--- src/rtl/ltd_pkg.sv ---
`timescale 1ns / 1ps

package ltd_pkg;

    // field and coefficient formats
    localparam int FIELD_WIDTH     = 32;
    localparam int COEF_WIDTH      = 24;
    localparam int STEP_FRAC       = 24;
    localparam int GAIN_FRAC       = 16;
    localparam int ACC_WIDTH       = COEF_WIDTH + 2;
    localparam int DATA_WIDTH_DEF  = 32;
    localparam int CFG_INDEX_WIDTH = 2;

    // register reset values
    localparam logic [COEF_WIDTH-1:0] STEP_RESET = 24'd167772;
    localparam logic [COEF_WIDTH-1:0] GAIN_RESET = 24'd4144861;

    // register indexes
    typedef enum logic [CFG_INDEX_WIDTH-1:0] {
        REG_STEP_SIZE    = 2'd0,
        REG_DAMPING_GAIN = 2'd1
    } cfg_index_t;

    // multiplier control and status
    typedef struct packed {
        logic start;
        logic step_frac;
    } mul_ctrl_t;

    typedef struct packed {
        logic busy;
        logic done;
    } mul_stat_t;

    // width of the rounded product for a given operand width
    function automatic int mul_res_width(input int op_width);
        return ACC_WIDTH + op_width - GAIN_FRAC + 1;
    endfunction

endpackage

--- src/rtl/linear_tracking_differentiator_unit.sv ---
`timescale 1ns / 1ps

// Second-order linear tracking differentiator, one result item per input item.
// Input channel (in_valid/in_ready) carries sample, restart and the init
// values; output channel (out_valid/out_ready) carries position, velocity and
// the saturated flag. step_size (index 0) and damping_gain (index 1) are
// written through cfg_we/cfg_index/cfg_data; the user must write them only
// while the block is idle, as the block itself does not enforce this.
// The three products of a step run one after another through a single
// bit-serial shift-add multiplier that takes one operand bit per cycle,
// MW = max(DATA_WIDTH, 32) + 1 bits per product. No new item is taken
// until the previous one has run through all three products and been
// loaded into the output register; the pace is set by the serial multiplier.
// A finished result sits in the output register; the next item is taken
// while it waits. If the receiver stalls past the next item's end, the
// block holds that item until the output register frees up.
// Reset clears the tracked state to zero and loads the register defaults.
module linear_tracking_differentiator_unit #(
    parameter int DATA_WIDTH = ltd_pkg::DATA_WIDTH_DEF
) (
    input  logic                                   clk,
    input  logic                                   rst_n,
    input  logic                                   in_valid,
    output logic                                   in_ready,
    input  logic signed [ltd_pkg::FIELD_WIDTH-1:0] sample,
    input  logic                                   restart,
    input  logic signed [ltd_pkg::FIELD_WIDTH-1:0] init_position,
    input  logic signed [ltd_pkg::FIELD_WIDTH-1:0] init_velocity,
    output logic                                   out_valid,
    input  logic                                   out_ready,
    output logic signed [ltd_pkg::FIELD_WIDTH-1:0] position,
    output logic signed [ltd_pkg::FIELD_WIDTH-1:0] velocity,
    output logic                                   saturated,
    input  logic                                   cfg_we,
    input  logic [ltd_pkg::CFG_INDEX_WIDTH-1:0]    cfg_index,
    input  logic [ltd_pkg::COEF_WIDTH-1:0]         cfg_data
);
    import ltd_pkg::*;

    localparam int MW = ((DATA_WIDTH > FIELD_WIDTH) ? DATA_WIDTH : FIELD_WIDTH) + 1;
    localparam int RW = mul_res_width(MW);
    localparam int UW = RW + 2;
    localparam logic signed [DATA_WIDTH-1:0] DMAX = {1'b0, {(DATA_WIDTH-1){1'b1}}};
    localparam logic signed [DATA_WIDTH-1:0] DMIN = {1'b1, {(DATA_WIDTH-1){1'b0}}};

    typedef enum logic [2:0] {
        S_IDLE,
        S_ERR,
        S_GAIN,
        S_DX1,
        S_DX2,
        S_OUT
    } state_t;

    state_t                          state_reg;
    logic [COEF_WIDTH-1:0]           step_size_reg;
    logic [COEF_WIDTH-1:0]           damping_gain_reg;
    logic signed [DATA_WIDTH-1:0]    x1_reg;
    logic signed [DATA_WIDTH-1:0]    x2_reg;
    logic signed [DATA_WIDTH-1:0]    u_reg;
    logic signed [FIELD_WIDTH-1:0]   sample_reg;
    logic                            sat_reg;
    mul_ctrl_t                       mctrl_reg;
    logic [COEF_WIDTH-1:0]           coef_reg;
    logic signed [MW-1:0]            op_reg;
    logic                            out_valid_reg;
    logic signed [FIELD_WIDTH-1:0]   position_reg;
    logic signed [FIELD_WIDTH-1:0]   velocity_reg;
    logic                            saturated_reg;

    mul_stat_t                       mstat;
    logic signed [RW-1:0]            mres;
    logic signed [MW-1:0]            err;
    logic signed [UW-1:0]            u_sum;
    logic signed [UW-1:0]            x1_sum;
    logic signed [UW-1:0]            x2_sum;
    logic [DATA_WIDTH:0]             u_sat;
    logic [DATA_WIDTH:0]             x1_sat;
    logic [DATA_WIDTH:0]             x2_sat;
    logic [DATA_WIDTH:0]             ipos_sat;
    logic [DATA_WIDTH:0]             ivel_sat;
    logic                            out_free;

    // clamp to the state range, clamp flag in the top bit
    function automatic logic [DATA_WIDTH:0] sat_dw(input logic signed [UW-1:0] val);
        logic [DATA_WIDTH:0] res;
        if (val > UW'(DMAX))
            res = {1'b1, DMAX};
        else if (val < UW'(DMIN))
            res = {1'b1, DMIN};
        else
            res = {1'b0, val[DATA_WIDTH-1:0]};
        return res;
    endfunction

    // configuration registers
    always_ff @(posedge clk or negedge rst_n)
    begin
        if (!rst_n)
        begin
            step_size_reg    <= STEP_RESET;
            damping_gain_reg <= GAIN_RESET;
        end
        else if (cfg_we)
        begin
            case (cfg_index)
                REG_STEP_SIZE:    step_size_reg    <= cfg_data;
                REG_DAMPING_GAIN: damping_gain_reg <= cfg_data;
                default:          ;
            endcase
        end
    end

    // shared bit-serial multiplier
    ltd_serial_mul #(
        .OP_WIDTH (MW)
    ) u_mul (
        .clk     (clk),
        .rst_n   (rst_n),
        .ctrl    (mctrl_reg),
        .coef    (coef_reg),
        .operand (op_reg),
        .stat    (mstat),
        .result  (mres)
    );

    // tracking error and the three state sums
    assign err      = MW'(x1_reg) - MW'(sample_reg);
    assign u_sum    = -UW'(mres) - UW'(x2_reg);
    assign x1_sum   = UW'(x1_reg) + UW'(mres);
    assign x2_sum   = UW'(x2_reg) + UW'(mres);
    assign u_sat    = sat_dw(u_sum);
    assign x1_sat   = sat_dw(x1_sum);
    assign x2_sat   = sat_dw(x2_sum);
    assign ipos_sat = sat_dw(UW'(init_position));
    assign ivel_sat = sat_dw(UW'(init_velocity));

    assign out_free = !out_valid_reg || out_ready;
    assign in_ready = (state_reg == S_IDLE);

    // step sequencer and output register
    always_ff @(posedge clk or negedge rst_n)
    begin
        if (!rst_n)
        begin
            state_reg     <= S_IDLE;
            x1_reg        <= '0;
            x2_reg        <= '0;
            u_reg         <= '0;
            sample_reg    <= '0;
            sat_reg       <= 1'b0;
            mctrl_reg     <= '0;
            coef_reg      <= '0;
            op_reg        <= '0;
            out_valid_reg <= 1'b0;
            position_reg  <= '0;
            velocity_reg  <= '0;
            saturated_reg <= 1'b0;
        end
        else
        begin
            mctrl_reg.start <= 1'b0;
            if (out_valid_reg && out_ready)
                out_valid_reg <= 1'b0;

            case (state_reg)
                S_IDLE:
                begin
                    if (in_valid)
                    begin
                        sample_reg <= sample;
                        if (restart)
                        begin
                            x1_reg  <= ipos_sat[DATA_WIDTH-1:0];
                            x2_reg  <= ivel_sat[DATA_WIDTH-1:0];
                            sat_reg <= ipos_sat[DATA_WIDTH] | ivel_sat[DATA_WIDTH];
                        end
                        else
                        begin
                            sat_reg <= 1'b0;
                        end
                        state_reg <= S_ERR;
                    end
                end
                S_ERR:
                begin
                    op_reg    <= err;
                    coef_reg  <= damping_gain_reg;
                    mctrl_reg <= '{start: 1'b1, step_frac: 1'b0};
                    state_reg <= S_GAIN;
                end
                S_GAIN:
                begin
                    if (mstat.done)
                    begin
                        u_reg     <= u_sat[DATA_WIDTH-1:0];
                        sat_reg   <= sat_reg | u_sat[DATA_WIDTH];
                        op_reg    <= MW'(x2_reg);
                        coef_reg  <= step_size_reg;
                        mctrl_reg <= '{start: 1'b1, step_frac: 1'b1};
                        state_reg <= S_DX1;
                    end
                end
                S_DX1:
                begin
                    if (mstat.done)
                    begin
                        x1_reg    <= x1_sat[DATA_WIDTH-1:0];
                        sat_reg   <= sat_reg | x1_sat[DATA_WIDTH];
                        op_reg    <= MW'(u_reg);
                        mctrl_reg <= '{start: 1'b1, step_frac: 1'b1};
                        state_reg <= S_DX2;
                    end
                end
                S_DX2:
                begin
                    if (mstat.done)
                    begin
                        x2_reg    <= x2_sat[DATA_WIDTH-1:0];
                        sat_reg   <= sat_reg | x2_sat[DATA_WIDTH];
                        state_reg <= S_OUT;
                    end
                end
                S_OUT:
                begin
                    if (out_free)
                    begin
                        position_reg  <= FIELD_WIDTH'(x1_reg);
                        velocity_reg  <= FIELD_WIDTH'(x2_reg);
                        saturated_reg <= sat_reg;
                        out_valid_reg <= 1'b1;
                        state_reg     <= S_IDLE;
                    end
                end
                default:
                begin
                    state_reg <= S_IDLE;
                end
            endcase
        end
    end

    assign out_valid = out_valid_reg;
    assign position  = position_reg;
    assign velocity  = velocity_reg;
    assign saturated = saturated_reg;

    // a product completes only while a step waits for it
    assert property (@(posedge clk) disable iff (!rst_n)
        mstat.done |-> (state_reg == S_GAIN || state_reg == S_DX1 || state_reg == S_DX2))
    else $error("multiplier finished outside a product wait state");

    // a product is never started over one still running
    assert property (@(posedge clk) disable iff (!rst_n)
        mctrl_reg.start |-> !mstat.busy)
    else $error("multiplier started while busy");

    // no new item while the multiplier is working
    assert property (@(posedge clk) disable iff (!rst_n)
        mstat.busy |-> !in_ready)
    else $error("input ready while multiplier busy");

    // a waiting result is loaded once the output register is free
    assert property (@(posedge clk) disable iff (!rst_n)
        (state_reg == S_OUT && out_free) |=> out_valid_reg && state_reg == S_IDLE)
    else $error("result not presented after step end");

endmodule

--- src/rtl/ltd_serial_mul.sv ---
`timescale 1ns / 1ps

module ltd_serial_mul #(
    parameter int OP_WIDTH = 33,
    localparam int RES_WIDTH = ltd_pkg::mul_res_width(OP_WIDTH)
) (
    input  logic                              clk,
    input  logic                              rst_n,
    input  ltd_pkg::mul_ctrl_t                ctrl,
    input  logic [ltd_pkg::COEF_WIDTH-1:0]    coef,
    input  logic signed [OP_WIDTH-1:0]        operand,
    output ltd_pkg::mul_stat_t                stat,
    output logic signed [RES_WIDTH-1:0]       result
);
    import ltd_pkg::*;

    localparam int PW = ACC_WIDTH + OP_WIDTH;
    localparam int CW = $clog2(OP_WIDTH);

    logic signed [ACC_WIDTH-1:0] coef_reg;
    logic signed [ACC_WIDTH-1:0] acc_reg;
    logic [OP_WIDTH-1:0]         low_reg;
    logic [CW-1:0]               cnt_reg;
    logic                        busy_reg;
    logic                        fin_reg;
    logic                        done_reg;
    logic                        frac_reg;
    logic signed [RES_WIDTH-1:0] result_reg;

    logic                        last_bit;
    logic signed [ACC_WIDTH-1:0] addend;
    logic signed [ACC_WIDTH-1:0] sum;
    logic signed [PW-1:0]        prod;
    logic signed [PW-GAIN_FRAC-1:0] prod_gain;
    logic signed [PW-STEP_FRAC-1:0] prod_step;
    logic signed [RES_WIDTH-1:0] rounded;

    // one multiplier bit per cycle, lsb first, sign bit weighs negative
    assign last_bit = (cnt_reg == '0);
    always_comb
    begin
        if (!low_reg[0])
            addend = '0;
        else if (last_bit)
            addend = -coef_reg;
        else
            addend = coef_reg;
    end
    assign sum = acc_reg + addend;

    // round half up: floor of the shifted product plus the bit below the cut
    assign prod      = $signed({acc_reg, low_reg});
    assign prod_gain = prod[PW-1:GAIN_FRAC];
    assign prod_step = prod[PW-1:STEP_FRAC];
    always_comb
    begin
        if (frac_reg)
            rounded = RES_WIDTH'(prod_step) + RES_WIDTH'(prod[STEP_FRAC-1]);
        else
            rounded = RES_WIDTH'(prod_gain) + RES_WIDTH'(prod[GAIN_FRAC-1]);
    end

    // shift-add sequencer
    always_ff @(posedge clk or negedge rst_n)
    begin
        if (!rst_n)
        begin
            coef_reg   <= '0;
            acc_reg    <= '0;
            low_reg    <= '0;
            cnt_reg    <= '0;
            busy_reg   <= 1'b0;
            fin_reg    <= 1'b0;
            done_reg   <= 1'b0;
            frac_reg   <= 1'b0;
            result_reg <= '0;
        end
        else
        begin
            done_reg <= 1'b0;
            if (ctrl.start)
            begin
                coef_reg <= $signed({2'b00, coef});
                acc_reg  <= '0;
                low_reg  <= operand;
                cnt_reg  <= CW'(OP_WIDTH - 1);
                frac_reg <= ctrl.step_frac;
                busy_reg <= 1'b1;
            end
            else if (busy_reg)
            begin
                acc_reg <= sum >>> 1;
                low_reg <= {sum[0], low_reg[OP_WIDTH-1:1]};
                if (last_bit)
                begin
                    busy_reg <= 1'b0;
                    fin_reg  <= 1'b1;
                end
                else
                begin
                    cnt_reg <= cnt_reg - 1'b1;
                end
            end
            else if (fin_reg)
            begin
                result_reg <= rounded;
                fin_reg    <= 1'b0;
                done_reg   <= 1'b1;
            end
        end
    end

    assign stat   = '{busy: busy_reg | fin_reg, done: done_reg};
    assign result = result_reg;

endmodule
--- config.mk ---
export PLATFORM = sky130hd
export DESIGN_NAME = linear_tracking_differentiator_unit
export DESIGN_NICKNAME = d
export VERILOG_FILES = /design/src/rtl/ltd_pkg.sv /design/src/rtl/linear_tracking_differentiator_unit.sv /design/src/rtl/ltd_serial_mul.sv
export SDC_FILE = /design/constraint.sdc
export NUM_CORES = 1
export LEC_CHECK = 0
export BUFFER_PORTS_ARGS = -buffer_cell sky130_fd_sc_hd__buf_4
export CAP_MARGIN = 15
export CORE_ASPECT_RATIO = 0.7
export CORE_MARGIN = 2
export CORE_UTILIZATION = 30
export DETAILED_ROUTE_END_ITERATION = 12
export SETUP_SLACK_MARGIN = 0.1
export SLEW_MARGIN = 25
export SYNTH_ARGS = -nofsm -noshare
export SYNTH_HDL_FRONTEND = slang
export SYNTH_HIERARCHICAL = 1
export SYNTH_SLANG_ARGS = --single-unit
--- constraint.sdc ---
create_clock -name clk -period 7.15 [get_ports clk]
set_clock_uncertainty 0.1 [all_clocks]
set_input_delay 1.43 -clock clk [delete_from_list [all_inputs] [get_ports clk]]
set_output_delay 1.43 -clock clk [all_outputs]
set_load 0.005 [all_outputs]
# After elaboration in Yosys (flattened, before gate mapping)

Cells that the tools add are included.

Output and inout bits: 67
Logic and storage cells: 153
Input port bits: 128
Flip-flop bits (word level): 442

Multiplexer cells: 58
Add/sub/neg operators: 10
Magnitude comparators: 10
Bitwise operators: 6
Equal/unequal tests: 15
Reduce and logical (&&, ||, !) cells: 29

Operators by type and width:

| kind                 | number |
|---|---|
| $mux 33              | 14 |
| $mux 32              | 6 |
| $pmux 32 s2          | 2 |
| $mux 26              | 4 |
| $pmux 33 s3          | 1 |
| $add 32x44->45       | 2 |
| $gt 45x32->1 const B | 2 |
| $lt 45x32->1 const B | 2 |
| $gt 32x32->1 const B | 2 |
| $lt 32x32->1 const B | 2 |
| $pmux 24 s2          | 1 |
| $gt 46x32->1 const B | 1 |
| $lt 46x32->1 const B | 1 |
| $neg 44->46          | 1 |
| $sub 46x32->46       | 1 |
| $add 43x2->44        | 1 |
| $mux 44              | 1 |
| $add 35x2->36        | 1 |
| $sub 32x32->33       | 1 |
| $add 26x26->26       | 1 |
| $neg 24->26          | 1 |
| $mux 24              | 1 |
| $mux 6               | 3 |
| $pmux 3 s6           | 1 |
| other kinds (28)     | 75 |

# Longest topological paths before layout

Depth after elaboration: 8
Depth in mapped cells: 19
Mapped depth without buffers: 18

# Modules after synthesis

The synthesis kept the hierarchy.

Modules (own cells, without submodules):

| module                              | cells an instance | area each (µm²) | sequential area each (µm²) | instances |
|---|---|---|---|---|
| linear_tracking_differentiator_unit | 2674              | 23158.5         | 7666.1                     | 1 |
| ltd_serial_mul                      | 1067              | 9163.8          | 3403.3                     | 1 |

# Worst setup path after synthesis

Ideal clock, no wire load.

Kind: register to register
From: register x2_reg[31]
To: register sat_reg
Path slack: 2.717 ns
Required time: 6.921 ns
Setup time: 0.129 ns
Path buffers: 1
Period minus slack after synthesis: 4.433 ns
Arrival time: 4.203 ns
Cell stages (with the launch flop): 17
Cell sequence: dfrtp_1 > inv_1 > ha_1 > ha_1 > clkbuf_1 > a21o_1 > a21o_1 > a21oi_1 > nor2_1 > a211oi_1 > o21ai_0 > o31a_1 > xnor2_1 > nor4_1 > a311o_1 > o21ai_0 > o41a_1

Cells in the longest elaborated chain, start to end: 7
Elaborated cells between the ends (all ways): 15
Those cells by class: add/sub: 2; order compare: 4; mux: 7; bitwise: 2

Ends and longest elaborated chain:

| element                                          | line                                                                                   | source |
|---|---|---|
| start: declaration                               | linear_tracking_differentiator_unit.sv:59                                              | `logic signed [DATA_WIDTH-1:0] x2_reg;` |
| start signal: assignment                         | linear_tracking_differentiator_unit.sv:175                                             | `x2_reg <= ivel_sat[DATA_WIDTH-1:0];` |
| start signal: assignment                         | linear_tracking_differentiator_unit.sv:219                                             | `x2_reg <= x2_sat[DATA_WIDTH-1:0];` |
| $sub 46x32->46 or $add 32x44->45 (tied branches) | linear_tracking_differentiator_unit.sv:129, linear_tracking_differentiator_unit.sv:131 |  |
| $lt 46x32->1 or $lt 45x32->1 (tied branches)     | linear_tracking_differentiator_unit.sv:89                                              | `else if (val < UW'(DMIN))` |
| $mux 33                                          | linear_tracking_differentiator_unit.sv:89                                              |  |
| $mux 33                                          | linear_tracking_differentiator_unit.sv:87                                              | `if (val > UW'(DMAX))` |
| $or 1x1->1, on equally long branches             | linear_tracking_differentiator_unit.sv:197, linear_tracking_differentiator_unit.sv:220 |  |
| $mux 1, on equally long branches                 | linear_tracking_differentiator_unit.sv:194, linear_tracking_differentiator_unit.sv:217 |  |
| $pmux 1 s4 (*)                                   | linear_tracking_differentiator_unit.sv:166                                             | `case (state_reg)` |
| end signal: assignment                           | linear_tracking_differentiator_unit.sv:176                                             | `sat_reg <= ipos_sat[DATA_WIDTH] \| ivel_sat[DATA_WIDTH];` |
| end signal: assignment                           | linear_tracking_differentiator_unit.sv:197                                             | `sat_reg <= sat_reg \| u_sat[DATA_WIDTH];` |
| end signal: assignment                           | linear_tracking_differentiator_unit.sv:209                                             | `sat_reg <= sat_reg \| x1_sat[DATA_WIDTH];` |
| end: declaration                                 | linear_tracking_differentiator_unit.sv:62                                              | `logic sat_reg;` |

Mark *: on every way between the ends. The rest lies on a longest branch, timed or not. The select of a mux whose other input is x is not followed.
A chain may end at the register's enable or synchronous reset.

# Worst setup path after layout

From: register u_mul.result_reg[4], in the netlist u_mul/result[4]
To: register u_reg[1]

Cells in the longest elaborated chain, start to end: 5
Elaborated cells between the ends (all ways): 6
Those cells by class: add/sub: 2; order compare: 2; mux: 2

Ends and longest elaborated chain:

| element                  | line                                       | source |
|---|---|---|
| start: declaration       | ltd_serial_mul.sv:28                       | `logic signed [RES_WIDTH-1:0] result_reg;` |
| start signal: assignment | ltd_serial_mul.sv:106                      | `result_reg <= rounded;` |
| $neg 44->46 (*)          | linear_tracking_differentiator_unit.sv:129 | `assign u_sum = -UW'(mres) - UW'(x2_reg);` |
| $sub 46x32->46 (*)       | linear_tracking_differentiator_unit.sv:129 |  |
| $lt 46x32->1             | linear_tracking_differentiator_unit.sv:89  |  |
| $mux 33                  | linear_tracking_differentiator_unit.sv:89  |  |
| $mux 33 (*)              | linear_tracking_differentiator_unit.sv:87  |  |
| end signal: assignment   | linear_tracking_differentiator_unit.sv:196 | `u_reg <= u_sat[DATA_WIDTH-1:0];` |
| end: declaration         | linear_tracking_differentiator_unit.sv:60  | `logic signed [DATA_WIDTH-1:0] u_reg;` |

Mark *: on every way between the ends. The rest lies on a longest branch, timed or not.

==> results.md <==
- Total gr overflow: 0
- Rel. slew slack: 0.376
- VDD IR-drop max: roughly 0.36 mV
- Die width: 396 µm
- CTS tree: built
- Total setup buffers inserted after CTS: 0
- Drt pass-1 iters: 7
- Largest net degree at the start of global routing: 145
- Syn Inst Count: 3,740
- Area delta synth->final: 14.8%
- Post-Syn Area: ~0.032 mm²
- Iter 0 DRT Violations: roughly 2,800
- Syn avg cell area: 8.64 µm²
- Unrepaired setup endpoints after global routing: no
- Crit start category: flip-flop
- Sum of negative setup slack: 0 ps
- Nature of the critical path endpoint: flip-flop
- Wirelength per Cell: 20.6 µm
- CTS Buf Count: 52
- Via density per instance: 5.41
- Number of global-route vias before repair: 26,700
- Row cnt: 100
- Pwr Total: 21,000 µW
- Fin nets: about 4,200
- CP arrival: 6050 ps
- PostCTS Resize Cnt: 0
- Cell area power density: 567 mW/mm²
- # IOs: 195
- Final number of setup-violating endpoints: 0
- Clock buffer depth: 3
- Slew of the pin with the lowest slew margin: slightly above 900 ps
- Sum of buffers and inverters on the critical path: 1
- Kind of critical path: reg2reg
- Post-Layout Cell Count: around 5,300
- Hpwl dp: 83.3 mm
- Die area: 0.110 mm²
- Met3 wire length: just over 8 mm
- Min-Delay Path Class: reg2reg
- Period utilization: 0.784
- Final instance area: ~0.037 mm²
- Inst Count DP: 5,197
- Critical path's largest stage delay: around 680 ps
- Diode count: 0
- Vias: 28,600
- Clock root buffer: clkbuf_16
- Crit-path max FO: 31
- Layout cell share with drive strength beyond 1: 0.147
- Wl on met1: 53.7 mm
- First-pass GRT wire length: 166 mm
- Final Hold Viols: 0
- DRT Wirelength: 109 mm
- Min Tclk post-route: 5610 ps
- Required time of the critical path: 7590 ps
- Global placer's final weighted congestion: 1.00
- Core Region: 0.107 mm²
- Reg clk slew, reported paths: 60 ps
- Buffers on Ports: 194
- Drc violations: 0
- Cell repeated most along the worst path: o21ai_0
- Fmax: between 0.15 and 0.2 GHz
- Total global-route track usage: 0.192
- CP Cell Sequence: inv_1 > ha_1 > ha_1 > o211ai_1 > o211ai_1 > a21oi_1 > a31oi_1 > o21ai_0 > o41ai_1 > a21oi_1 > o21bai_1 > xor2_1 > nor4_1 > a21bo_2 > o21ai_0 > o21ai_0
- Outcome: completed
- Top Metal Used: met4
- Area post-placement: around 0.035 mm²
- Synth warn: 6
- CTS Hold Bufs: 0
- Initial antenna violation count: 2
- Min Hold Slack: 354 ps
- Number of flip-flops in the largest register: 44
- Clock sink count: 441
- Starting Density: 0.303
- Die H: 279 µm
- Slowest CP cell: a21bo_2
- DR WL met2: 44.2 mm
- Clock latency on the worst-skew pair: 630 ps
- P_leak: approximately 0.017 µW
- Syn nets: 4,113
- CTS H-tree lvls: 2
- Routed Antenna Nets: 0
- Max-cap violations: 0
- Crit path max-delay family: compound AO/OA/AOI/OAI gates
- Max Slew Vio Count: 0
==> power by group <==
part	internal [µW]	switching, µW
clock	1810	1180
combinational	5020	8290
sequential	3430	1280
total	10300	10700
==> metal layers <==
metal | GRT usage | vias to the layer above
li1 | - | 13500
met1 | 0.300 | 14100
met2 | 0.270 | 965
met3 | 0.0304 | 133
met4 | 0.0480 | 0
met5 | 0 | -
==> final cells by class <==
type	instances	area (µm²)
Clock buffer	69	1510
Clock inverter	27	403
Fill cell	11000	69500
Inverter	172	646
Multi-Input combinational cell	2928	19900
Sequential cell	441	11100
Tap cell	1428	1790
Timing Repair Buffer	229	1810
==> per-stage QoR <==
| stage | util | setup slack [ps] |
|---|---|---|
| 3_3_place_gp | 0.329 | 1910 |
| 2_1_floorplan | - | 2720 |
| 5_1_grt | 0.348 | 1120 |
| 6_report | 0.348 | 1540 |
| 4_1_cts | 0.348 | 1760 |
| 3_5_place_dp | 0.330 | 1770 |
==> cell usage in the layout (no fill, tap or decap), types with 10 or more instances in the layout <==
| master | instances |
|---|---|
| a221oi_1 | 11 |
| o21bai_1 | 26 |
| inv_1 | 171 |
| nor3_1 | 46 |
| a21oi_1 | 295 |
| buf_4 | 223 |
| o211ai_1 | 39 |
| o31ai_1 | 45 |
| o21ai_0 | 307 |
| and2_1 | 32 |
| dfrtp_1 | 411 |
| dfstp_2 | 27 |
| nand2_1 | 436 |
| a221oi_2 | 22 |
| nor2b_1 | 28 |
| o21a_1 | 22 |
| nand3_1 | 74 |
| or3_1 | 15 |
| mux2_2 | 139 |
| nand2b_1 | 38 |
| and3_1 | 34 |
| xor2_1 | 103 |
| mux2i_1 | 91 |
| nor2_1 | 318 |
| nor4_1 | 15 |
| clkbuf_16 | 53 |
| ha_1 | 240 |
| a21o_1 | 90 |
| clkbuf_8 | 12 |
| a211oi_1 | 48 |
| nand4_1 | 43 |
| or2_2 | 10 |
| o221ai_1 | 10 |
| xnor2_1 | 142 |
| a211o_1 | 10 |
| a31oi_1 | 32 |
==> worst min-delay path: cells and delay by family, from the launching register on <==
| family | cells | cell delay, ps |
|---|---|---|
| flops | 1 | 340 |
| compound gates | 1 | 60 |
| simple gates | 1 | 50 |
==> worst paths after layout <==
path / start / end / slack, ps / cells past startpoint
worst max-delay path: u_mul/result[4]$_DFFE_PN0P_ / u_reg[1]$_DFFE_PN0P_ / 1540 / 16
worst min-delay path: op_reg[22]$_DFFE_PN0P_ / u_mul/low_reg[22]$_DFFE_PN0P_ / 350 / 2
worst max register to register: u_mul/result[4]$_DFFE_PN0P_ / u_reg[1]$_DFFE_PN0P_ / 1540 / 16
worst min register to register: op_reg[22]$_DFFE_PN0P_ / u_mul/low_reg[22]$_DFFE_PN0P_ / 350 / 2
max in group asynchronous: rst_n / state_reg[0]$_DFFE_PN0P_ / 4730 / 2
min in group asynchronous: rst_n / step_size_reg[7]$_DFFE_PN0P_ / 760 / 1
Note: power is estimated with default switching activity, not from simulation.
